**src/hw/rtl/bsrf_pkg.sv**
```systemverilog
// ----------------------------------------------------------------------------
// bsrf_pkg
// Shared constants and codes of the bam stream record framer.
// ----------------------------------------------------------------------------
package bsrf_pkg;

    localparam int OFFSET_BITS = 48;
    localparam int OUT_OFFSET_BITS = 48;
    localparam int LEN_BITS = 32;

    localparam int TDATA_IN_BITS = 8;
    localparam int TDATA_OUT_BITS = 8 + 3 * LEN_BITS + OUT_OFFSET_BITS;
    localparam int TUSER_OUT_BITS = 7;

    typedef logic [OFFSET_BITS-1:0] t_offset;
    typedef logic [LEN_BITS-1:0] t_len;

    typedef enum logic [3:0] {
        SEC_MAGIC  = 4'd0,
        SEC_L_TEXT = 4'd1,
        SEC_TEXT   = 4'd2,
        SEC_N_REF  = 4'd3,
        SEC_L_NAME = 4'd4,
        SEC_NAME   = 4'd5,
        SEC_L_REF  = 4'd6,
        SEC_BLOCK  = 4'd7,
        SEC_BODY   = 4'd8
    } t_section;

    typedef enum logic [2:0] {
        EV_NONE   = 3'd0,
        EV_HEADER = 3'd1,
        EV_N_REF  = 3'd2,
        EV_REF    = 3'd3,
        EV_ALIGN  = 3'd4
    } t_event;

endpackage

```
**src/hw/rtl/bam_stream_record_framer.sv**
```systemverilog
// ----------------------------------------------------------------------------
// bam_stream_record_framer
// Byte-serial framer that tags each decompressed bam byte with its role and
// reports the completion of header, n_ref, reference and alignment units.
// ----------------------------------------------------------------------------
// usage
//   s_axis carries one stream byte per item in tdata[7:0].
//   m_axis returns one item per input byte: tdata holds the byte, the unit
//   lengths, the reference index and the unit start offset; tuser holds the
//   byte role and the event kind.
//   an accepted byte waits in the input register, which feeds one pass of
//   section logic that loads the output register.
//   throughput is one byte per cycle while m_axis_tready is high, set by the
//   section update; a new byte is taken while a finished item waits on m_axis.
//   when the receiver stalls, the output register holds its item and the
//   input register fills, then s_axis_tready drops until m_axis_tready rises.
//   reset empties both registers and returns the framer to the magic section
//   at stream offset zero.
// ----------------------------------------------------------------------------
module bam_stream_record_framer (
    input  logic                                i_clk,
    input  logic                                i_rst_n,
    input  logic                                s_axis_tvalid,
    output logic                                s_axis_tready,
    // stream_byte
    input  logic [bsrf_pkg::TDATA_IN_BITS-1:0]  s_axis_tdata,
    output logic                                m_axis_tvalid,
    input  logic                                m_axis_tready,
    // data_byte, event_length, event_ref_length, event_index, event_offset
    output logic [bsrf_pkg::TDATA_OUT_BITS-1:0] m_axis_tdata,
    // role, event_kind
    output logic [bsrf_pkg::TUSER_OUT_BITS-1:0] m_axis_tuser
);
    import bsrf_pkg::*;

    logic       r_in_valid;
    logic [7:0] r_in_byte;
    logic       w_advance;

    t_section r_section, n_section;
    t_len     r_bytes, n_bytes;
    t_len     r_primary, n_primary;
    t_len     r_secondary, n_secondary;
    t_len     r_ref_total, n_ref_total;
    t_len     r_ref_num, n_ref_num;
    t_offset  r_position;
    t_offset  r_unit_start, n_unit_start;

    logic                       r_out_valid;
    logic [7:0]                 r_out_byte;
    t_section                   r_out_role;
    t_event                     r_out_event;
    t_len                       r_out_len;
    t_len                       r_out_rlen;
    t_len                       r_out_idx;
    logic [OUT_OFFSET_BITS-1:0] r_out_off;

    t_section                   n_role;
    t_event                     n_event;
    t_len                       n_len;
    t_len                       n_rlen;
    t_len                       n_idx;
    logic [OUT_OFFSET_BITS-1:0] n_off;

    logic [1:0] w_lane;
    t_len       w_byte_wide;
    t_len       w_gather_p;
    t_len       w_gather_s;
    logic       w_word_done;
    t_len       w_bytes_inc;
    t_len       w_ref_inc;

    assign w_advance     = r_in_valid && (!r_out_valid || m_axis_tready);
    assign s_axis_tready = !r_in_valid || w_advance;

    // little-endian word gathering
    assign w_lane      = r_bytes[1:0];
    assign w_byte_wide = LEN_BITS'(r_in_byte) << {w_lane, 3'b000};
    assign w_gather_p  = ((w_lane == 2'd0) ? '0 : r_primary) | w_byte_wide;
    assign w_gather_s  = ((w_lane == 2'd0) ? '0 : r_secondary) | w_byte_wide;
    assign w_word_done = (w_lane == 2'd3);
    assign w_bytes_inc = r_bytes + 1'b1;
    assign w_ref_inc   = r_ref_num + 1'b1;

    always_comb begin
        n_section    = r_section;
        n_bytes      = r_bytes;
        n_primary    = r_primary;
        n_secondary  = r_secondary;
        n_ref_total  = r_ref_total;
        n_ref_num    = r_ref_num;
        n_unit_start = r_unit_start;
        n_role       = r_section;
        n_event      = EV_NONE;
        n_len        = '0;
        n_rlen       = '0;
        n_idx        = '0;
        n_off        = '0;
        unique case (r_section)
            SEC_MAGIC: begin
                if (r_bytes == '0) begin
                    n_unit_start = r_position;
                end
                if (w_bytes_inc >= LEN_BITS'(4)) begin
                    n_bytes   = '0;
                    n_section = SEC_L_TEXT;
                end else begin
                    n_bytes = w_bytes_inc;
                end
            end
            SEC_L_TEXT: begin
                n_primary = w_gather_p;
                n_bytes   = w_word_done ? '0 : w_bytes_inc;
                if (w_word_done) begin
                    if (w_gather_p == '0) begin
                        n_event   = EV_HEADER;
                        n_off     = OUT_OFFSET_BITS'(r_unit_start);
                        n_section = SEC_N_REF;
                    end else begin
                        n_section = SEC_TEXT;
                    end
                end
            end
            SEC_TEXT: begin
                n_bytes = w_bytes_inc;
                if (w_bytes_inc == r_primary) begin
                    n_event   = EV_HEADER;
                    n_len     = r_primary;
                    n_off     = OUT_OFFSET_BITS'(r_unit_start);
                    n_bytes   = '0;
                    n_section = SEC_N_REF;
                end
            end
            SEC_N_REF: begin
                if (r_bytes == '0) begin
                    n_unit_start = r_position;
                end
                n_primary = w_gather_p;
                n_bytes   = w_word_done ? '0 : w_bytes_inc;
                if (w_word_done) begin
                    n_ref_total = w_gather_p;
                    n_ref_num   = '0;
                    n_event     = EV_N_REF;
                    n_len       = w_gather_p;
                    n_off       = OUT_OFFSET_BITS'(n_unit_start);
                    n_section   = (w_gather_p == '0) ? SEC_BLOCK : SEC_L_NAME;
                end
            end
            SEC_L_NAME: begin
                if (r_bytes == '0) begin
                    n_unit_start = r_position;
                end
                n_primary = w_gather_p;
                n_bytes   = w_word_done ? '0 : w_bytes_inc;
                if (w_word_done) begin
                    n_section = (w_gather_p == '0) ? SEC_L_REF : SEC_NAME;
                end
            end
            SEC_NAME: begin
                n_bytes = w_bytes_inc;
                if (w_bytes_inc == r_primary) begin
                    n_bytes   = '0;
                    n_section = SEC_L_REF;
                end
            end
            SEC_L_REF: begin
                n_secondary = w_gather_s;
                n_bytes     = w_word_done ? '0 : w_bytes_inc;
                if (w_word_done) begin
                    n_event   = EV_REF;
                    n_len     = r_primary;
                    n_rlen    = w_gather_s;
                    n_idx     = r_ref_num;
                    n_off     = OUT_OFFSET_BITS'(r_unit_start);
                    n_ref_num = w_ref_inc;
                    n_section = (w_ref_inc == r_ref_total) ? SEC_BLOCK : SEC_L_NAME;
                end
            end
            SEC_BODY: begin
                n_bytes = w_bytes_inc;
                if (w_bytes_inc == r_primary) begin
                    n_event   = EV_ALIGN;
                    n_len     = r_primary;
                    n_off     = OUT_OFFSET_BITS'(r_unit_start);
                    n_bytes   = '0;
                    n_section = SEC_BLOCK;
                end
            end
            default: begin
                // record length word, also recovery from unused codes
                n_section = SEC_BLOCK;
                n_role    = SEC_BLOCK;
                if (r_bytes == '0) begin
                    n_unit_start = r_position;
                end
                n_primary = w_gather_p;
                n_bytes   = w_word_done ? '0 : w_bytes_inc;
                if (w_word_done) begin
                    if (w_gather_p == '0) begin
                        n_event = EV_ALIGN;
                        n_off   = OUT_OFFSET_BITS'(n_unit_start);
                    end else begin
                        n_section = SEC_BODY;
                    end
                end
            end
        endcase
    end

    always_ff @(posedge i_clk) begin
        if (!i_rst_n) begin
            r_in_valid   <= 1'b0;
            r_out_valid  <= 1'b0;
            r_section    <= SEC_MAGIC;
            r_bytes      <= '0;
            r_primary    <= '0;
            r_secondary  <= '0;
            r_ref_total  <= '0;
            r_ref_num    <= '0;
            r_position   <= '0;
            r_unit_start <= '0;
        end else begin
            if (s_axis_tready) begin
                r_in_valid <= s_axis_tvalid;
            end
            if (w_advance) begin
                r_out_valid  <= 1'b1;
                r_section    <= n_section;
                r_bytes      <= n_bytes;
                r_primary    <= n_primary;
                r_secondary  <= n_secondary;
                r_ref_total  <= n_ref_total;
                r_ref_num    <= n_ref_num;
                r_position   <= r_position + 1'b1;
                r_unit_start <= n_unit_start;
            end else if (m_axis_tready) begin
                r_out_valid <= 1'b0;
            end
        end
    end

    always_ff @(posedge i_clk) begin
        if (s_axis_tready && s_axis_tvalid) begin
            r_in_byte <= s_axis_tdata;
        end
        if (w_advance) begin
            r_out_byte  <= r_in_byte;
            r_out_role  <= n_role;
            r_out_event <= n_event;
            r_out_len   <= n_len;
            r_out_rlen  <= n_rlen;
            r_out_idx   <= n_idx;
            r_out_off   <= n_off;
        end
    end

    assign m_axis_tvalid = r_out_valid;
    assign m_axis_tdata  = {r_out_off, r_out_idx, r_out_rlen, r_out_len, r_out_byte};
    assign m_axis_tuser  = {r_out_event, r_out_role};

    a_no_event_no_payload: assert property (@(posedge i_clk) disable iff (!i_rst_n)
        (r_out_valid && r_out_event == EV_NONE) |->
        (r_out_len == '0 && r_out_rlen == '0 && r_out_idx == '0 && r_out_off == '0))
        else $error("event fields set without an event");

    a_ref_event_role: assert property (@(posedge i_clk) disable iff (!i_rst_n)
        (r_out_valid && r_out_event == EV_REF) |-> (r_out_role == SEC_L_REF))
        else $error("reference event on a byte that is not l_ref");

    a_header_event_role: assert property (@(posedge i_clk) disable iff (!i_rst_n)
        (r_out_valid && r_out_event == EV_HEADER) |->
        (r_out_role == SEC_L_TEXT || r_out_role == SEC_TEXT))
        else $error("header event on a byte outside the header");

    a_magic_no_event: assert property (@(posedge i_clk) disable iff (!i_rst_n)
        (r_out_valid && r_out_role == SEC_MAGIC) |-> (r_out_event == EV_NONE))
        else $error("event on a magic byte");

    a_gather_lane: assert property (@(posedge i_clk) disable iff (!i_rst_n)
        (r_section == SEC_L_TEXT || r_section == SEC_N_REF || r_section == SEC_L_NAME ||
         r_section == SEC_L_REF || r_section == SEC_BLOCK || r_section == SEC_MAGIC) |->
        (r_bytes < LEN_BITS'(4)))
        else $error("byte count beyond a length word");

    a_stall_holds_state: assert property (@(posedge i_clk) disable iff (!i_rst_n)
        !w_advance |=> ($stable(r_section) && $stable(r_position)))
        else $error("framer state moved without an item");

endmodule
```
**config.mk**
```make
export PLATFORM = sky130hd
export DESIGN_NAME = bam_stream_record_framer
export DESIGN_NICKNAME = d
export VERILOG_FILES = /design/src/hw/rtl/bsrf_pkg.sv /design/src/hw/rtl/bam_stream_record_framer.sv
export SDC_FILE = /design/constraint.sdc
export NUM_CORES = 1
export LEC_CHECK = 0
export BUFFER_PORTS_ARGS = -buffer_cell sky130_fd_sc_hd__buf_2
export CAP_MARGIN = 20
export CORE_ASPECT_RATIO = 2
export CORE_MARGIN = 2
export CORE_UTILIZATION = 60
export DETAILED_ROUTE_END_ITERATION = 6
export PLACE_DENSITY = 0.79
export SYNTH_ARGS = -nofsm -noshare
export SYNTH_HDL_FRONTEND = slang
export SYNTH_SLANG_ARGS = --single-unit
```
**constraint.sdc**
```tcl
create_clock -name i_clk -period 14.5 [get_ports i_clk]
set_clock_uncertainty 0.15 [all_clocks]
set_input_delay 2.9 -clock i_clk [delete_from_list [all_inputs] [get_ports i_clk]]
set_output_delay 2.9 -clock i_clk [all_outputs]
set_load 0.1 [all_outputs]
```
# Word-level counts from Yosys, hierarchy flattened
# Index checks and enable logic that the tools add are counted.
# word_totals
regBits	429
latch_bits	0
ram_bits	0
mem_bits_ro	0
inputBits	12
output_inout_bits	161
word_cells	118
mem_count	0
# op_classes
n_addsub	3
mul	0
n_div	0
magnitude_cmp	1
n_eq_ne	18
shifts	1
mux	48
bitwise	4
reduce_logical	25
# op_table
operator	n
$mux 48	8
$mux 32	10
$pmux 48 s5	1
$pmux 32 s2	2
$pmux 32 s3	1
$add 32x1->32 const B	2
$eq 32x32->1	2
$logic_not 32->1	2
$or 32x32->32	2
$add 48x1->48 const B	1
$mux 4	10
$ge 32x3->1 const B	1
$pmux 4 s8	1
$shl 8x5->32	1
$pmux 3 s6	1
$ne 2x2->1 const B	8
$eq 4x3->1 const B	3
$mux 2	5
$reduce_or 5->1	2
$mux 3	3
$reduce_and 9->1	1
$eq 4x2->1 const B	2
$reduce_and 2->1	4
$reduce_or 8->1	1
other kinds (15)	26

# Logic depth before layout (Yosys ltp)
# logic_depth
word_depth	7
depth_mapped	16
depth_no_buf	12

# Worst setup path after synthesis
# Ideal clock, no wire load.
# synth_path
kind	in2reg
start	input port m_axis_tready
end	register r_bytes[10]
setup_time_ns	0.128
arrival_ns	8.529
required_ns	14.222
slack_ns	5.693
cell_stages	7
path_buffers	1
path_cell_list	nand2b_1 -> nand2_1 -> inv_2 -> buf_1 -> nand2_1 -> a21oi_1 -> nor2_1
# synth_via
elab_chain_cells	2
# synth_lines
element	line_no	text
start, declared	bam_stream_record_framer.sv:28	input logic m_axis_tready,
$logic_or 1x1->1	bam_stream_record_framer.sv:73	assign w_advance = r_in_valid && (!r_out_valid || m_axis_tready);
$logic_and 1x1->1	bam_stream_record_framer.sv:73	
named net w_advance	bam_stream_record_framer.sv:38	logic w_advance;
end signal, assigned	bam_stream_record_framer.sv:229	r_bytes <= n_bytes;
end, declared	bam_stream_record_framer.sv:41	t_len r_bytes, n_bytes;
# The timed path passes the listed nets, and every way through them passes these cells.
# A chain may end at the register's enable or synchronous reset.

# Worst setup path in the final report
# layout_path
start	input port m_axis_tready
end	output port s_axis_tready
# layout_via
elab_chain_cells	3
# layout_lines
element	line_no	text
$logic_or 1x1->1	bam_stream_record_framer.sv:73	
$logic_and 1x1->1	bam_stream_record_framer.sv:73	
$logic_or 1x1->1	bam_stream_record_framer.sv:74	assign s_axis_tready = !r_in_valid || w_advance;
end, declared	bam_stream_record_framer.sv:24	output logic s_axis_tready,
# No other way between the ends.

==> reports/qor.txt <==
Synth-to-Final Area Change - 10.84%
Outcome - finished, final reports clean
Largest net degree at the start of global routing - 138
CTS tree - yes
Critical Path RT - 11.45 ns
Finish-stage setup viols - 0
Syn_area_per_cell - 9.175 um^2
Sequential share of the synthesized area - 48.98%
Min-Delay Path Class - flip-flop to flip-flop
Switching share of power - 27.25%
PostCTS Resize Cnt - 0
# rows - 96
Clock power share - 41.0%
Post-synth EDFFs - 167
DP HPWL - 47,910 um
Synth warn - 0
Sum Neg Setup Slack - 0 ns
R2R Path Start - r_bytes[0]
Slowest cell delay on critical path - 0.33 ns
Crit Path Max Fanout - 3
Mapped cell area - 0.02095 mm^2
Num ports - 173
Tcrit/Tclk final - 46.44%
CP cell instances - buf_2 -> nor2b_1 -> nand2_1 -> buf_2
Routed Antenna Nets - 0
Final hold vios - 0
Worst Hold Launch - r_unit_start[40]
Via count - 18,200
Root Driver - clkbuf_16
Most frequent cells in the layout - nand2_1 (265), dfxtp_1 (262), nor2_1 (260)
P_int - 1.918 mW
CTS Buffer Depth - 3
Drt wl/cell - 23.74 um
R2R Path End - r_bytes[20]
PortBufs - 172
Share of the core filled with cells - 67.58%
Worst skew pair latency - 0.56 ns
Most common cell after layout, fill and taps aside - nand2_1
GRT Residual Overflow - 0
CP Launch Type - primary input
Hold path cells - 2
CP bufs+invs - 2
P_sw - 0.7184 mW
CP Class - primary input to output port
Htree depth - 2
Initial antenna violation count - 0
TritonCTS Sinks - 429
Synth Instances - 2,283
Worst r2r path cells - 12
Detailed Route Iter0 Violations - 1,401
Worst-path clk slew - 0.06 ns
Overall power - 2.637 mW
Fmax - 148.5 MHz
Num CTS Buffers - 39
CP arrival - 3.68 ns
DRC Markers - 0
Worst-Margin Slew - 1.196 ns
Gpl congestion - 0.9951
Die Area - 0.03651 mm^2
Max cap viols - 0
R2r setup slk - 8.70 ns
Register share of total power - 48.9%
Vias in the first global route - 17,790
Syn nets - 2,300
Synth cell types - 93
Via density - 6.457
Ant diodes - 0
WHS Endpoint - r_unit_start[40]
Total wire length - 66,910 um
Peak supply drop - 0.1162 mV
Initial Util - 60.97%
CP max-delay cell - buf_2
Post-CTS setup buffer count - 0
Die Wd - 136.1 um
Nets - 2,364
Static leakage - 8.049 nW
Total GRT Usage - 36.24%
Power Density - 113.6 mW/mm^2
Yosys reg bits - 429
DIE HEIGHT - 268.2 um
CP delay by family, top - buffers and inverters
Async SR Flop Fraction - 0%
Synth Flop Type - dfxtp_1
Crit path capture type - output port
Core area - 0.03435 mm^2
Unrepaired setup endpoints after global routing - false
Critical Path Most Common Cell - buf_2
Fillers - 2,724
Max Transition Viols Final - 0
Slew margin rel. - 19.88%
1st-pass router iterations - 5
Hold_buf cts - 0
Tmin final - 6.734 ns
First-pass GRT wire length - 101,000 um
Layout cells sized above 1 - 13.58%
Combinational power share - 10.1%
-- power by group through the flow --
stage | registers, mW | logic, mW | clock network (mW)
after detailed placement | 1.32 | 0.265 | 0
final | 1.29 | 0.266 | 1.08
after CTS | 1.29 | 0.265 | 1.09
after floorplan | 1.45 | 0.0729 | 0
after global placement | 1.32 | 0.263 | 0
after global routing | 1.29 | 0.274 | 1.13
-- routing by layer --
layer	global-route usage, %	up-vias	routed length, um
met3	4.565	302	3492
met1	35.49	8657	21490
met4	32.83	0	6822
met5	0	-	0
met2	65.06	848	35110
li1	-	8394	-
-- metrics by stage --
stage / cell area [um^2] / hold slack (ns) / std cells / setup slack [ns]
6_report: 23220 / 0.3016 / 2819 / 7.766
5_1_grt: 23220 / 0.3269 / 2819 / 7.715
4_1_cts: 23170 / 0.3040 / 2815 / 7.759
3_5_place_dp: 21840 / 0.2965 / 2743 / 7.759
3_3_place_gp: 21840 / 0.2875 / 2743 / 7.763
2_1_floorplan: 20950 / 0.2821 / 2283 / 5.693
-- worst max path at each step --
stage	start	end	slack [ns]	depth (start not counted)
after floorplan	m_axis_tready	r_bytes[10]	5.69	7
after global placement	m_axis_tready	s_axis_tready	7.76	4
after detailed placement	m_axis_tready	s_axis_tready	7.76	4
after CTS	m_axis_tready	s_axis_tready	7.76	4
after global routing	m_axis_tready	s_axis_tready	7.72	4
final	m_axis_tready	s_axis_tready	7.77	4
-- layout make-up --
cell class / instances / area (um^2) / area share, %
Sequential cell: 429 / 10260 / 44.19
Multi-Input combinational cell: 1648 / 9842 / 42.39
Timing Repair Buffer: 208 / 1146 / 4.937
Clock buffer: 55 / 1140 / 4.910
Tap cell: 441 / 551.8 / 2.377
Clock inverter: 17 / 187.7 / 0.8084
Inverter: 21 / 88.84 / 0.3826
-- cells in the mapped netlist (all sizes together) (5+ instances only) --
cell / instances / area (um^2)
or4: 10 / 82.58
a22o: 51 / 446.7
and3: 56 / 350.3
o21ai: 94 / 478.0
nand3: 70 / 360.3
a211oi: 72 / 545.5
a2111oi: 7 / 80.08
a32oi: 33 / 289.0
a22oi: 5 / 37.54
a311oi: 5 / 50.04
a21o: 5 / 37.54
nor3: 42 / 226.5
o31ai: 18 / 135.1
o211ai: 20 / 150.1
clkbuf: 130 / 491.7
o22ai: 5 / 31.28
a21oi: 177 / 904.6
and2: 16 / 102.6
xnor2: 73 / 639.4
dfxtp: 262 / 5245
ha: 5 / 62.56
nand2: 268 / 1013
nor4: 32 / 315.3
nand2b: 10 / 62.56
and4: 14 / 122.6
o2111ai: 9 / 78.83
edfxtp: 167 / 5015
buf: 55 / 317.8
inv: 21 / 78.83
xor2: 67 / 586.8
or2: 6 / 37.54
o21a: 5 / 37.54
nor2: 262 / 983.4
nand4: 57 / 396.6
nor2b: 76 / 478.0
or3: 17 / 106.4
a31oi: 5 / 31.28
-- worst reg2reg max path, cell delays in order (launching register included) --
cell and delay (ns):
dfxtp_1 0.70, ha_1 0.28, buf_4 0.40, and2_1 0.29
nand4_2 0.46, or3_1 0.58, xnor2_1 0.23, nor4_1 0.75
nand4_1 0.41, and3_1 0.44, a21oi_4 0.65, o311ai_0 0.27
o31ai_1 0.11
-- flip-flops by register name, indices dropped and copies added (netlist names) --
register,count
r_out_byte,8
r_in_valid,1
r_out_len,32
r_out_role,4
r_bytes,32
r_section,4
r_ref_total,32
r_ref_num,32
r_out_event,3
r_primary,32
r_out_rlen,32
r_unit_start,48
r_in_byte,8
m_axis_tvalid,1
r_secondary,32
r_out_idx,32
r_position,48
r_out_off,48
-- cell families (layout without fill, tap and decap cells) --
family          count (synthesis)  count (layout)  share of synthesized area (%)
buf+inv                       206             301                          4.241
fa+ha+maj                       5               5                         0.2987
xor+xnor                      142             142                          6.069
mux                             2               2                        0.09558
flops                         429             429                          48.98
simple gates                  952             952                          22.82
compound gates                547             547                          17.49
No activity file was read; power rests on OpenSTA's default activity.
